### src/hdl/bpp_pkg.sv
// ============================================================================
// bpp_pkg
// shared types and constants of the biosignal packet parser
// ============================================================================
package bpp_pkg;

    // default geometry of one packet
    localparam int EEG_CHANNELS_DEF = 8;
    localparam int ACCEL_AXES_DEF   = 3;

    // field widths
    localparam int BYTE_W   = 8;
    localparam int IDX_W    = 3;
    localparam int VALUE_W  = 24;
    localparam int ACCEL_W  = 16;
    localparam int POS_W    = 2;
    localparam int CFG_IDX_W = 1;

    // configuration register indexes and reset values
    localparam logic [CFG_IDX_W-1:0] CFG_END_MARKER    = 1'b0;
    localparam logic [CFG_IDX_W-1:0] CFG_HEADER_MARKER = 1'b1;
    localparam logic [BYTE_W-1:0]    END_MARKER_RST    = 8'd192;
    localparam logic [BYTE_W-1:0]    HEADER_MARKER_RST = 8'd160;

    // result kinds
    localparam logic KIND_EEG   = 1'b0;
    localparam logic KIND_ACCEL = 1'b1;

    typedef enum logic [2:0] {
        PH_HUNT    = 3'd0,
        PH_HEADER  = 3'd1,
        PH_COUNTER = 3'd2,
        PH_EEG     = 3'd3,
        PH_ACCEL   = 3'd4
    } t_phase;

    typedef struct packed {
        logic                       sample_kind;
        logic [IDX_W-1:0]           channel_index;
        logic signed [VALUE_W-1:0]  sample_value;
        logic [BYTE_W-1:0]          sample_number;
        logic                       packet_last;
    } t_result;

endpackage

### src/hdl/bpp_if.sv
// ============================================================================
// bpp_byte_if / bpp_sample_if
// valid/ready channels for serial bytes in and decoded samples out
// ============================================================================
interface bpp_byte_if
    import bpp_pkg::*;
();
    logic              valid;
    logic              ready;
    logic [BYTE_W-1:0] data_byte;

    modport source (output valid, output data_byte, input ready);
    modport sink   (input valid, input data_byte, output ready);
endinterface

interface bpp_sample_if
    import bpp_pkg::*;
();
    logic                      valid;
    logic                      ready;
    logic                      sample_kind;
    logic [IDX_W-1:0]          channel_index;
    logic signed [VALUE_W-1:0] sample_value;
    logic [BYTE_W-1:0]         sample_number;
    logic                      packet_last;

    modport source (output valid, output sample_kind, output channel_index,
                    output sample_value, output sample_number, output packet_last,
                    input ready);
    modport sink   (input valid, input sample_kind, input channel_index,
                    input sample_value, input sample_number, input packet_last,
                    output ready);
endinterface

### src/hdl/bpp_parser.sv
// ============================================================================
// bpp_parser
// packet state machine and value assembly, one byte per accepted beat
// ============================================================================
module bpp_parser
    import bpp_pkg::*;
#(
    parameter int EEG_CHANNELS = EEG_CHANNELS_DEF,
    parameter int ACCEL_AXES   = ACCEL_AXES_DEF
) (
    input  logic                 i_clk,
    input  logic                 i_rst_n,
    input  logic                 i_cfg_we,
    input  logic [CFG_IDX_W-1:0] i_cfg_index,
    input  logic [BYTE_W-1:0]    i_cfg_data,
    input  logic                 i_accept,
    input  logic [BYTE_W-1:0]    i_data_byte,
    output logic                 o_res_valid,
    output t_result              o_res
);

    localparam logic [IDX_W-1:0] EEG_LAST_IDX   = IDX_W'(EEG_CHANNELS - 1);
    localparam logic [IDX_W-1:0] ACCEL_LAST_IDX = IDX_W'(ACCEL_AXES - 1);
    localparam logic [POS_W-1:0] EEG_LAST_POS   = POS_W'(2);

    t_phase             r_phase, n_phase;
    logic [POS_W-1:0]   r_byte_pos, n_byte_pos;
    logic [IDX_W-1:0]   r_value_idx, n_value_idx;
    logic [ACCEL_W-1:0] r_partial, n_partial;
    logic [BYTE_W-1:0]  r_counter, n_counter;
    logic [BYTE_W-1:0]  r_end_marker;
    logic [BYTE_W-1:0]  r_header_marker;

    // next state
    always_comb begin
        n_phase     = r_phase;
        n_byte_pos  = r_byte_pos;
        n_value_idx = r_value_idx;
        n_partial   = r_partial;
        n_counter   = r_counter;
        case (r_phase)
            PH_HEADER: begin
                n_phase = (i_data_byte == r_header_marker) ? PH_COUNTER : PH_HUNT;
            end
            PH_COUNTER: begin
                n_counter   = i_data_byte;
                n_value_idx = '0;
                n_byte_pos  = '0;
                n_phase     = PH_EEG;
            end
            PH_EEG: begin
                if (r_byte_pos < EEG_LAST_POS) begin
                    n_partial  = {r_partial[BYTE_W-1:0], i_data_byte};
                    n_byte_pos = r_byte_pos + POS_W'(1);
                end else begin
                    n_byte_pos = '0;
                    n_partial  = '0;
                    if (r_value_idx == EEG_LAST_IDX) begin
                        n_value_idx = '0;
                        n_phase     = PH_ACCEL;
                    end else begin
                        n_value_idx = r_value_idx + IDX_W'(1);
                    end
                end
            end
            PH_ACCEL: begin
                if (r_byte_pos == '0) begin
                    n_partial  = {{(ACCEL_W-BYTE_W){1'b0}}, i_data_byte};
                    n_byte_pos = POS_W'(1);
                end else begin
                    n_byte_pos = '0;
                    n_partial  = '0;
                    if (r_value_idx >= ACCEL_LAST_IDX) begin
                        n_value_idx = '0;
                        n_phase     = PH_HUNT;
                    end else begin
                        n_value_idx = r_value_idx + IDX_W'(1);
                    end
                end
            end
            default: begin
                // unknown codes behave like hunting
                n_phase = (i_data_byte == r_end_marker) ? PH_HEADER : PH_HUNT;
            end
        endcase
    end

    // result of this beat
    always_comb begin
        o_res_valid         = 1'b0;
        o_res.sample_kind   = KIND_EEG;
        o_res.channel_index = r_value_idx;
        o_res.sample_value  = {r_partial, i_data_byte};
        o_res.sample_number = r_counter;
        o_res.packet_last   = 1'b0;
        case (r_phase)
            PH_EEG: begin
                o_res_valid = i_accept && (r_byte_pos >= EEG_LAST_POS);
            end
            PH_ACCEL: begin
                o_res_valid        = i_accept && (r_byte_pos != '0);
                o_res.sample_kind  = KIND_ACCEL;
                o_res.sample_value = {{(VALUE_W-ACCEL_W){r_partial[BYTE_W-1]}},
                                      r_partial[BYTE_W-1:0], i_data_byte};
                o_res.packet_last  = (r_value_idx >= ACCEL_LAST_IDX);
            end
            default: begin
                o_res_valid = 1'b0;
            end
        endcase
    end

    always_ff @(posedge i_clk) begin
        if (!i_rst_n) begin
            r_phase         <= PH_HUNT;
            r_byte_pos      <= '0;
            r_value_idx     <= '0;
            r_partial       <= '0;
            r_counter       <= '0;
            r_end_marker    <= END_MARKER_RST;
            r_header_marker <= HEADER_MARKER_RST;
        end else begin
            if (i_accept) begin
                r_phase     <= n_phase;
                r_byte_pos  <= n_byte_pos;
                r_value_idx <= n_value_idx;
                r_partial   <= n_partial;
                r_counter   <= n_counter;
            end
            if (i_cfg_we) begin
                case (i_cfg_index)
                    CFG_END_MARKER:    r_end_marker    <= i_cfg_data;
                    CFG_HEADER_MARKER: r_header_marker <= i_cfg_data;
                    default: begin
                    end
                endcase
            end
        end
    end

endmodule

### src/hdl/bpp_skid.sv
// ============================================================================
// bpp_skid
// output register with one skid entry, registered upstream ready
// ============================================================================
module bpp_skid
    import bpp_pkg::*;
(
    input  logic    i_clk,
    input  logic    i_rst_n,
    input  logic    i_valid,
    input  t_result i_data,
    output logic    o_ready,
    output logic    o_valid,
    output t_result o_data,
    input  logic    i_ready
);

    logic    r_out_valid;
    t_result r_out_data;
    logic    r_skid_valid;
    t_result r_skid_data;

    assign o_ready = !r_skid_valid;
    assign o_valid = r_out_valid;
    assign o_data  = r_out_data;

    always_ff @(posedge i_clk) begin
        if (!i_rst_n) begin
            r_out_valid  <= 1'b0;
            r_skid_valid <= 1'b0;
        end else if (!r_out_valid || i_ready) begin
            if (r_skid_valid) begin
                r_out_valid  <= 1'b1;
                r_out_data   <= r_skid_data;
                r_skid_valid <= 1'b0;
            end else begin
                r_out_valid <= i_valid;
                r_out_data  <= i_data;
            end
        end else if (i_valid && !r_skid_valid) begin
            // output stalled: park the new beat
            r_skid_valid <= 1'b1;
            r_skid_data  <= i_data;
        end
    end

endmodule

### src/hdl/biosignal_packet_parser_core.sv
// ============================================================================
// biosignal_packet_parser_core
// serial byte stream to sign-extended EEG and accelerometer samples
// ============================================================================
// output: a sample is registered as its last byte is accepted (skid entry on stall)
// throughput: one byte per cycle; ready drops only when both the output
//   register and the skid entry hold samples not yet taken downstream
// reset: synchronous active-low i_rst_n puts the parser in end-marker hunt,
//   restores the marker registers and empties the output stages
module biosignal_packet_parser_core
    import bpp_pkg::*;
#(
    parameter int EEG_CHANNELS = EEG_CHANNELS_DEF,
    parameter int ACCEL_AXES   = ACCEL_AXES_DEF
) (
    input  logic                 i_clk,
    input  logic                 i_rst_n,
    // configuration writes, only while idle
    input  logic                 i_cfg_we,
    input  logic [CFG_IDX_W-1:0] i_cfg_index,
    input  logic [BYTE_W-1:0]    i_cfg_data,
    // one serial byte per beat
    bpp_byte_if.sink             i_byte,
    // one decoded sample per beat
    bpp_sample_if.source         o_sample
);

    logic    w_ready;
    logic    w_accept;
    logic    w_res_valid;
    t_result w_res;
    t_result w_out;

    // a byte is taken whenever the skid entry is free
    assign i_byte.ready = w_ready;
    assign w_accept     = i_byte.valid && w_ready;

    // phase machine and value assembly
    bpp_parser #(
        .EEG_CHANNELS (EEG_CHANNELS),
        .ACCEL_AXES   (ACCEL_AXES)
    ) u_parser (
        .i_clk       (i_clk),
        .i_rst_n     (i_rst_n),
        .i_cfg_we    (i_cfg_we),
        .i_cfg_index (i_cfg_index),
        .i_cfg_data  (i_cfg_data),
        .i_accept    (w_accept),
        .i_data_byte (i_byte.data_byte),
        .o_res_valid (w_res_valid),
        .o_res       (w_res)
    );

    // result register plus skid entry decouples the two handshakes
    bpp_skid u_skid (
        .i_clk   (i_clk),
        .i_rst_n (i_rst_n),
        .i_valid (w_res_valid),
        .i_data  (w_res),
        .o_ready (w_ready),
        .o_valid (o_sample.valid),
        .o_data  (w_out),
        .i_ready (o_sample.ready)
    );

    assign o_sample.sample_kind   = w_out.sample_kind;
    assign o_sample.channel_index = w_out.channel_index;
    assign o_sample.sample_value  = w_out.sample_value;
    assign o_sample.sample_number = w_out.sample_number;
    assign o_sample.packet_last   = w_out.packet_last;

endmodule

### src/flat_wrapper.sv
// flat-port wrapper written by rule: the top's interface ports become plain ports
module biosignal_packet_parser_core_flat import bpp_pkg::*;
#(
    parameter int EEG_CHANNELS = EEG_CHANNELS_DEF,
    parameter int ACCEL_AXES   = ACCEL_AXES_DEF
)
  (i_clk, i_rst_n, i_cfg_we, i_cfg_index, i_cfg_data, i_byte_valid, i_byte_data_byte, i_byte_ready, o_sample_valid, o_sample_sample_kind, o_sample_channel_index, o_sample_sample_value, o_sample_sample_number, o_sample_packet_last, o_sample_ready);
  bpp_byte_if i_byte_i ();
  bpp_sample_if o_sample_i ();
  input  logic i_clk;
  input  logic i_rst_n;
  input  logic i_cfg_we;
  input  logic [CFG_IDX_W-1:0] i_cfg_index;
  input  logic [BYTE_W-1:0] i_cfg_data;
  input wire logic [$bits(i_byte_i.valid)-1:0] i_byte_valid;
  input wire logic [$bits(i_byte_i.data_byte)-1:0] i_byte_data_byte;
  output wire logic [$bits(i_byte_i.ready)-1:0] i_byte_ready;
  output wire logic [$bits(o_sample_i.valid)-1:0] o_sample_valid;
  output wire logic [$bits(o_sample_i.sample_kind)-1:0] o_sample_sample_kind;
  output wire logic [$bits(o_sample_i.channel_index)-1:0] o_sample_channel_index;
  output wire logic [$bits(o_sample_i.sample_value)-1:0] o_sample_sample_value;
  output wire logic [$bits(o_sample_i.sample_number)-1:0] o_sample_sample_number;
  output wire logic [$bits(o_sample_i.packet_last)-1:0] o_sample_packet_last;
  input wire logic [$bits(o_sample_i.ready)-1:0] o_sample_ready;
  assign i_byte_i.valid = i_byte_valid;
  assign i_byte_i.data_byte = i_byte_data_byte;
  assign i_byte_ready = i_byte_i.ready;
  assign o_sample_valid = o_sample_i.valid;
  assign o_sample_sample_kind = o_sample_i.sample_kind;
  assign o_sample_channel_index = o_sample_i.channel_index;
  assign o_sample_sample_value = o_sample_i.sample_value;
  assign o_sample_sample_number = o_sample_i.sample_number;
  assign o_sample_packet_last = o_sample_i.packet_last;
  assign o_sample_i.ready = o_sample_ready;
  biosignal_packet_parser_core #(.EEG_CHANNELS(EEG_CHANNELS), .ACCEL_AXES(ACCEL_AXES)) u_core (.i_clk(i_clk), .i_rst_n(i_rst_n), .i_cfg_we(i_cfg_we), .i_cfg_index(i_cfg_index), .i_cfg_data(i_cfg_data), .i_byte(i_byte_i), .o_sample(o_sample_i));
endmodule
### config.mk
export PLATFORM = sky130hd
export DESIGN_NAME = biosignal_packet_parser_core_flat
export DESIGN_NICKNAME = d
export VERILOG_FILES = /design/src/hdl/bpp_pkg.sv /design/src/hdl/bpp_if.sv /design/src/hdl/bpp_parser.sv /design/src/hdl/bpp_skid.sv /design/src/hdl/biosignal_packet_parser_core.sv /design/src/flat_wrapper.sv
export SDC_FILE = /design/constraint.sdc
export NUM_CORES = 1
export LEC_CHECK = 0
export ABC_AREA = 1
export BUFFER_PORTS_ARGS = -buffer_cell sky130_fd_sc_hd__buf_2
export CAP_MARGIN = 30
export CORE_AREA = 2 2 97 99
export CTS_CLUSTER_DIAMETER = 30
export DETAILED_ROUTE_END_ITERATION = 16
export DIE_AREA = 0 0 99 101
export GPL_ROUTABILITY_DRIVEN = 0
export PLACE_DENSITY = 0.79
export RECOVER_POWER = 100
export REMOVE_ABC_BUFFERS = 1
export SLEW_MARGIN = 20
export SYNTH_ARGS = -nofsm -noshare
export SYNTH_HDL_FRONTEND = slang
export SYNTH_SLANG_ARGS = --single-unit
### constraint.sdc
create_clock -name i_clk -period 5.3 [get_ports i_clk]
set_clock_uncertainty 0.2 [all_clocks]
set_input_delay 0 -clock i_clk [delete_from_list [all_inputs] [get_ports i_clk]]
set_output_delay 0 -clock i_clk [all_outputs]
set_load 0.05 [all_outputs]
# Yosys cells after proc, flatten, opt, wreduce, memory -nomap -nowiden

Cells that the tools add are included.

Bits in registers: 124

Add/sub/neg operators: 2
Magnitude comparators: 3
Eq/ne operators: 11
Muxes and demuxes: 24
Bitwise operators: 3
Reductions and logical operators: 21

Operator list:

| cell                                                                   | number |
|---|---|
| 37-bit two-way mux                                                     | 1 |
| 16-bit one-hot mux with 2 select lines                                 | 1 |
| 24-bit two-way mux                                                     | 1 |
| 3-bit two-way mux                                                      | 8 |
| 8-bit == test                                                          | 2 |
| 16-bit two-way mux                                                     | 1 |
| 3-bit one-hot mux with 4 select lines                                  | 1 |
| 2-bit AND reduction                                                    | 6 |
| 3-bit one-hot mux with 3 select lines                                  | 1 |
| 8-bit two-way mux                                                      | 1 |
| 2-bit != test (second input constant)                                  | 4 |
| 3-bit by 2-bit == test with 1-bit output (second input constant)       | 2 |
| 3-bit == test (second input constant)                                  | 2 |
| 2-bit one-hot mux with 3 select lines                                  | 1 |
| 1-bit two-way mux                                                      | 5 |
| 5-bit AND reduction                                                    | 1 |
| 1-bit logical AND                                                      | 4 |
| 2-bit two-way mux                                                      | 2 |
| 4-bit AND reduction                                                    | 1 |
| 2-bit nonzero test                                                     | 2 |
| 3-bit by 1-bit adder with 3-bit output (second input constant)         | 1 |
| 3-bit by 1-bit == test with 1-bit output (second input constant)       | 1 |
| 3-bit by 2-bit >= comparator with 1-bit output (second input constant) | 1 |
| 1-bit inverter                                                         | 3 |
| other kinds (10)                                                       | 11 |

# Logic depth before layout (Yosys ltp)

Word-level depth: 6
Depth in mapped cells: 9

# Cells and area by module

Synthesis repeated with hierarchy kept, for this count alone.

Cells, all modules: 560
Area total of the unflattened synthesis: 5,156.2 µm²

By module, submodules not included:

| module                       | instances | cells an instance | area an instance (µm²) | sequential area each (µm²) |
|---|---|---|---|---|
| bpp_skid                     | 1         | 205               | 2,771.4                | 2,262.2 |
| bpp_parser                   | 1         | 353               | 2,377.3                | 960.9 |
| biosignal_packet_parser_core | 1         | 2                 | 7.5                    | 0.0 |

# Worst setup path before layout

OpenSTA, ideal clock, no wires.

Kind: flip-flop to flip-flop
Start point: reg u_core.u_parser.r_phase[0]
End point: reg u_core.u_skid.r_skid_data[0] (netlist bit), enable pin
Setup time: 477 ps
Arrival time: 3,501 ps
Required time: 4,623 ps
Path slack: 1,121 ps
Stages on the path, launching flop included: 8
Buffers on the path: 2
Clock period less this slack: 4,179 ps
Cells stage by stage: dfxtp_1 nor2_2 nand2_2 nand2_2 nand2_4 buf_8 buf_6 nor3_1

Longest elaborated chain between the ends: 4

RTL lines:

| what                                                                      | line              | source |
|---|---|---|
| start: declaration                                                        | bpp_parser.sv:26  | `t_phase r_phase, n_phase;` |
| start signal: assignment                                                  | bpp_parser.sv:124 | `r_phase <= n_phase;` |
| 3-bit == test or 3-bit by 2-bit == test with 1-bit output (tied branches) | bpp_parser.sv:96  | `case (r_phase)` |
| 1-bit one-hot mux with 2 select lines *                                   | bpp_parser.sv:96  |  |
| 1-bit logical AND *                                                       | bpp_skid.sv:40    | `end else if (i_valid && !r_skid_valid) begin` |
| 3-bit AND reduction (no source line) *                                    | --                |  |
| end signal: assignment                                                    | bpp_skid.sv:43    | `r_skid_data <= i_data;` |
| end: declaration                                                          | bpp_skid.sv:21    | `t_result r_skid_data;` |

Every way passes the cells marked *; elsewhere a longest branch is shown, timed or not.
A chain may end at the register's enable or synchronous reset.

# Worst setup path in the final report

Start point: in i_rst_n
End point: reg u_core.u_skid.r_skid_data[19] (netlist bit), enable pin

Longest elaborated chain between the ends: 1

RTL lines:

| what                                 | line               | source |
|---|---|---|
| start: declaration                   | flat_wrapper.sv:11 | `input logic i_rst_n;` |
| 3-bit AND reduction (no source line) | --                 |  |

No other way between the ends.

==> metrics.md <==
| Metric | Value |
|---|---|
| Final ANT Viol Nets | `0` |
| Cell class contributing the biggest share of worst-path delay | `buffers and inverters` |
| Status | `finished, violations left` |
| Die ar. | `0.0100 mm2` |
| Req. time, crit path | `roughly 5.2 ns` |
| Cell taking the most area after synthesis | `edfxtp_1` |
| Ant. Diodes | `0` |
| Peak supply drop | `0.000281 V` |
| Post-synth cell types | `27` |
| Syn Std Cell Area | `0.00501 mm2` |
| Period utilization | `68.0%` |
| H-tree depth | `4` |
| Global Route Usage Sum | `22.3%` |
| Post-synth top flop | `edfxtp_1` |
| Grt ovf | `0` |
| Die Y | `101 um` |
| Synth top cells by count | `nand2_1 (166), edfxtp_1 (74), nor2_1 (55)` |
| Crit-path cells | `dlygate4sd3_1, clkbuf_1, nand2_1, nor3_1, clkbuf_1` |
| Min Tclk post-route | `3.60 ns` |
| Synthesis-stage register bit count | `between 100 and 150` |
| Crit path largest cell delay | `1.56 ns` |
| Slowest cell on crit path | `clkbuf_1` |
| CP Class | `input port to flip-flop` |
| Setup TNS | `0 ns` |
| Fillers | `roughly 650` |
| Area Overhead vs Synth | `24.6%` |
| Final nets | `647` |
| Endpoints failing hold | `0` |
| Max-cap violations | `1` |
| Avg Cell Area, Syn | `roughly 9.5 um2` |
| CP max FO | `37` |
| Number of flops mapped to enable cells by yosys | `74` |
| Worst setup SP type | `input port` |
| Min-delay src | `i_byte_data_byte[7]` |
| Multi-input logic area | `0.00153 mm2` |
| Initial antenna violation count | `0` |
| HP Class | `input port to flip-flop` |
| Ranking of synthesized cells by area | `edfxtp_1 (44%), dfxtp_1 (20%), nand2_1 (12%)` |
| Clk slew on worst S/H paths | `0.06 ns` |
| Setup crit end kind | `flip-flop` |
| Vias in the first global route | `between 3k and 4k` |
| RSZ-0062 raised after global routing | `no` |
| CTS resizes | `0` |
| Critical path buffer and inverter count | `3` |
| CTS max path bufs | `2` |
| Starting Density | `55.8%` |
| DP HPWL | `6360 um` |
| Gate count of the mapped netlist | `526` |
| Slew HR | `-43.4%` |
| CTS tree | `done` |
| Fmax | `approximately 280 MHz` |
| Pre-antenna DRT Iters | `5` |
| Power Dens Cells | `390 mW/mm2` |
| Final Max Tran Viols | `38` |
| Worst r2r src | `u_core.u_skid.r_skid_valid` |
| CTS sink cnt | `between 100 and 150` |
| Clk_lat worst skew | `approximately 0.52 ns` |
| Worst slew pin tran | `2.15 ns` |
| Reg area | `0.00322 mm2` |
| Num CTS Buffers | `17` |
| R2R setup slack | `1.81 ns` |
| DR vias | `3890` |
| Layout Utilization | `between 60% and 70%` |
| Failing checks | `capacitance limit, slew limit` |
| FP Rows | `35` |
| Core Region | `0.00898 mm2` |
| Vias per cell | `5.21` |
| Worst Setup SP | `i_rst_n` |
| Clock root buffer | `clkbuf_8` |
| First-pass GRT wire length | `17300 um` |
| Drt drc | `0` |
| LEAKAGE | `2.54 nW` |
| Port Buffers | `60` |
| Die X-Extent | `99 um` |
| Num ports | `61` |
| Worst EP arrival | `3.50 ns` |
| Top-count cell post-synth | `nand2_1` |
| Synth warn | `0` |
| Post-DR wirelength/cell | `14.4 um` |
| Share of the synthesized area in the top cell type | `44.3%` |
| Most used cell, CP | `clkbuf_1` |
| Final-report setup violation count | `0` |
| Final WL | `10700 um` |
| Layout cell share with drive strength beyond 1 | `8.03%` |
| Post-synth ARST share | `0%` |
| Drt initial violations | `255` |
| Pin count of the biggest net entering global routing | `43` |
| Post-synthesis sequential area ratio | `64.3%` |
[worst paths after layout]
path	end	cells past startpoint
min	u_core.u_skid.r_skid_data[16]	2
max reg2reg	u_core.u_skid.r_skid_data[19]	5
max	u_core.u_skid.r_skid_data[19]	5
min reg2reg	u_core.u_skid.r_skid_data[4]	0
[registers in the layout (all words and copies together), names as in the netlist]
signal and cells:
u_core.u_parser.r_byte_pos 2, u_core.u_parser.r_counter 8, u_core.u_parser.r_end_marker 8, u_core.u_parser.r_header_marker 8, u_core.u_parser.r_partial 16, u_core.u_parser.r_phase 3, u_core.u_parser.r_value_idx 3, u_core.u_skid.o_data 37
u_core.u_skid.o_valid 1, u_core.u_skid.r_skid_data 37, u_core.u_skid.r_skid_valid 1
[cells by family after synthesis]
group / synth area share [%]
and+or+nand+nor: 20.6
xor gates and xnor gates: 0.874
DFF: 64.3
buffers and inverters: 4.72
adders and majority gates: 0.749
AOI/OAI and AO/OA: 8.76
[layout make-up]
type,instances,share of cell area (%)
flip-flops and latches,124,51.6
multi-input cells,346,24.5
repair buffers,96,9.64
clock buffers,17,6.63
clock inverters,15,3.13
inverters,37,2.22
well taps,111,2.22
[worst reg2reg max path, stage by stage (launching register included)]
cell and delay (ns):
dfxtp_1 0.29, buf_4 0.26, nor2_1 0.34, nand2_4 0.22, nor3_1 0.18, clkbuf_1 1.56
[cell usage in the layout (no fill, tap or decap), types with 2 or more instances in the layout]
cell           netlist  final
clkinvlp_4           0      4
clkbuf_1            13     51
a21oi_1             35     35
o21ai_0             36     37
bufinv_16            0      4
a31oi_1              8      8
buf_2                3     11
clkbuf_16            0     16
nor2_1              55     57
ha_1                 3      3
nand2_2              3      2
clkinv_1             3      4
inv_1               32     33
dlygate4sd3_1        0     32
nand2_1            166    168
xor2_1               3      3
nand3_1             24     24
xnor2_1              2      2
dfxtp_1             50     50
edfxtp_1            74     74
clkinv_2             0      3
inv_6                0      3
[metrics by stage]
step                      hold WS [ns]  area, um2  setup WS (ns)  std cells  total power (W)
after global routing             0.141       6240           1.41        746          0.00250
after global placement          0.0206       5380           2.74        680          0.00125
after floorplan                 -0.116       4910           1.02        507          0.00121
final                            0.133       6240           1.70        746          0.00244
after detailed placement        0.0306       5380           2.61        680          0.00126
after CTS                       0.0448       6310           2.44        744          0.00245
[where the power goes]
part           switching (W)  internal [W]  total [W]
clock network       0.000420      0.000762    0.00118
logic               0.000130     0.0000561   0.000186
registers          0.0000178       0.00105    0.00107
[routing by layer]
layer / up-vias / global-route usage, % / routed length [um]
li1: 1933 / - / -
met5: - / 0 / 0
met3: 22 / 5.55 / 586
met1: 1792 / 26.8 / 4480
met4: 0 / 9.59 / 250
met2: 143 / 38.3 / 5430
[repair_timing]
item | CTS | global route
hold buffers | 32 | 0
hold endpoints to repair | 66 | 0
buffers inserted | 0 | 0
Power figures use the tool's default switching activity.
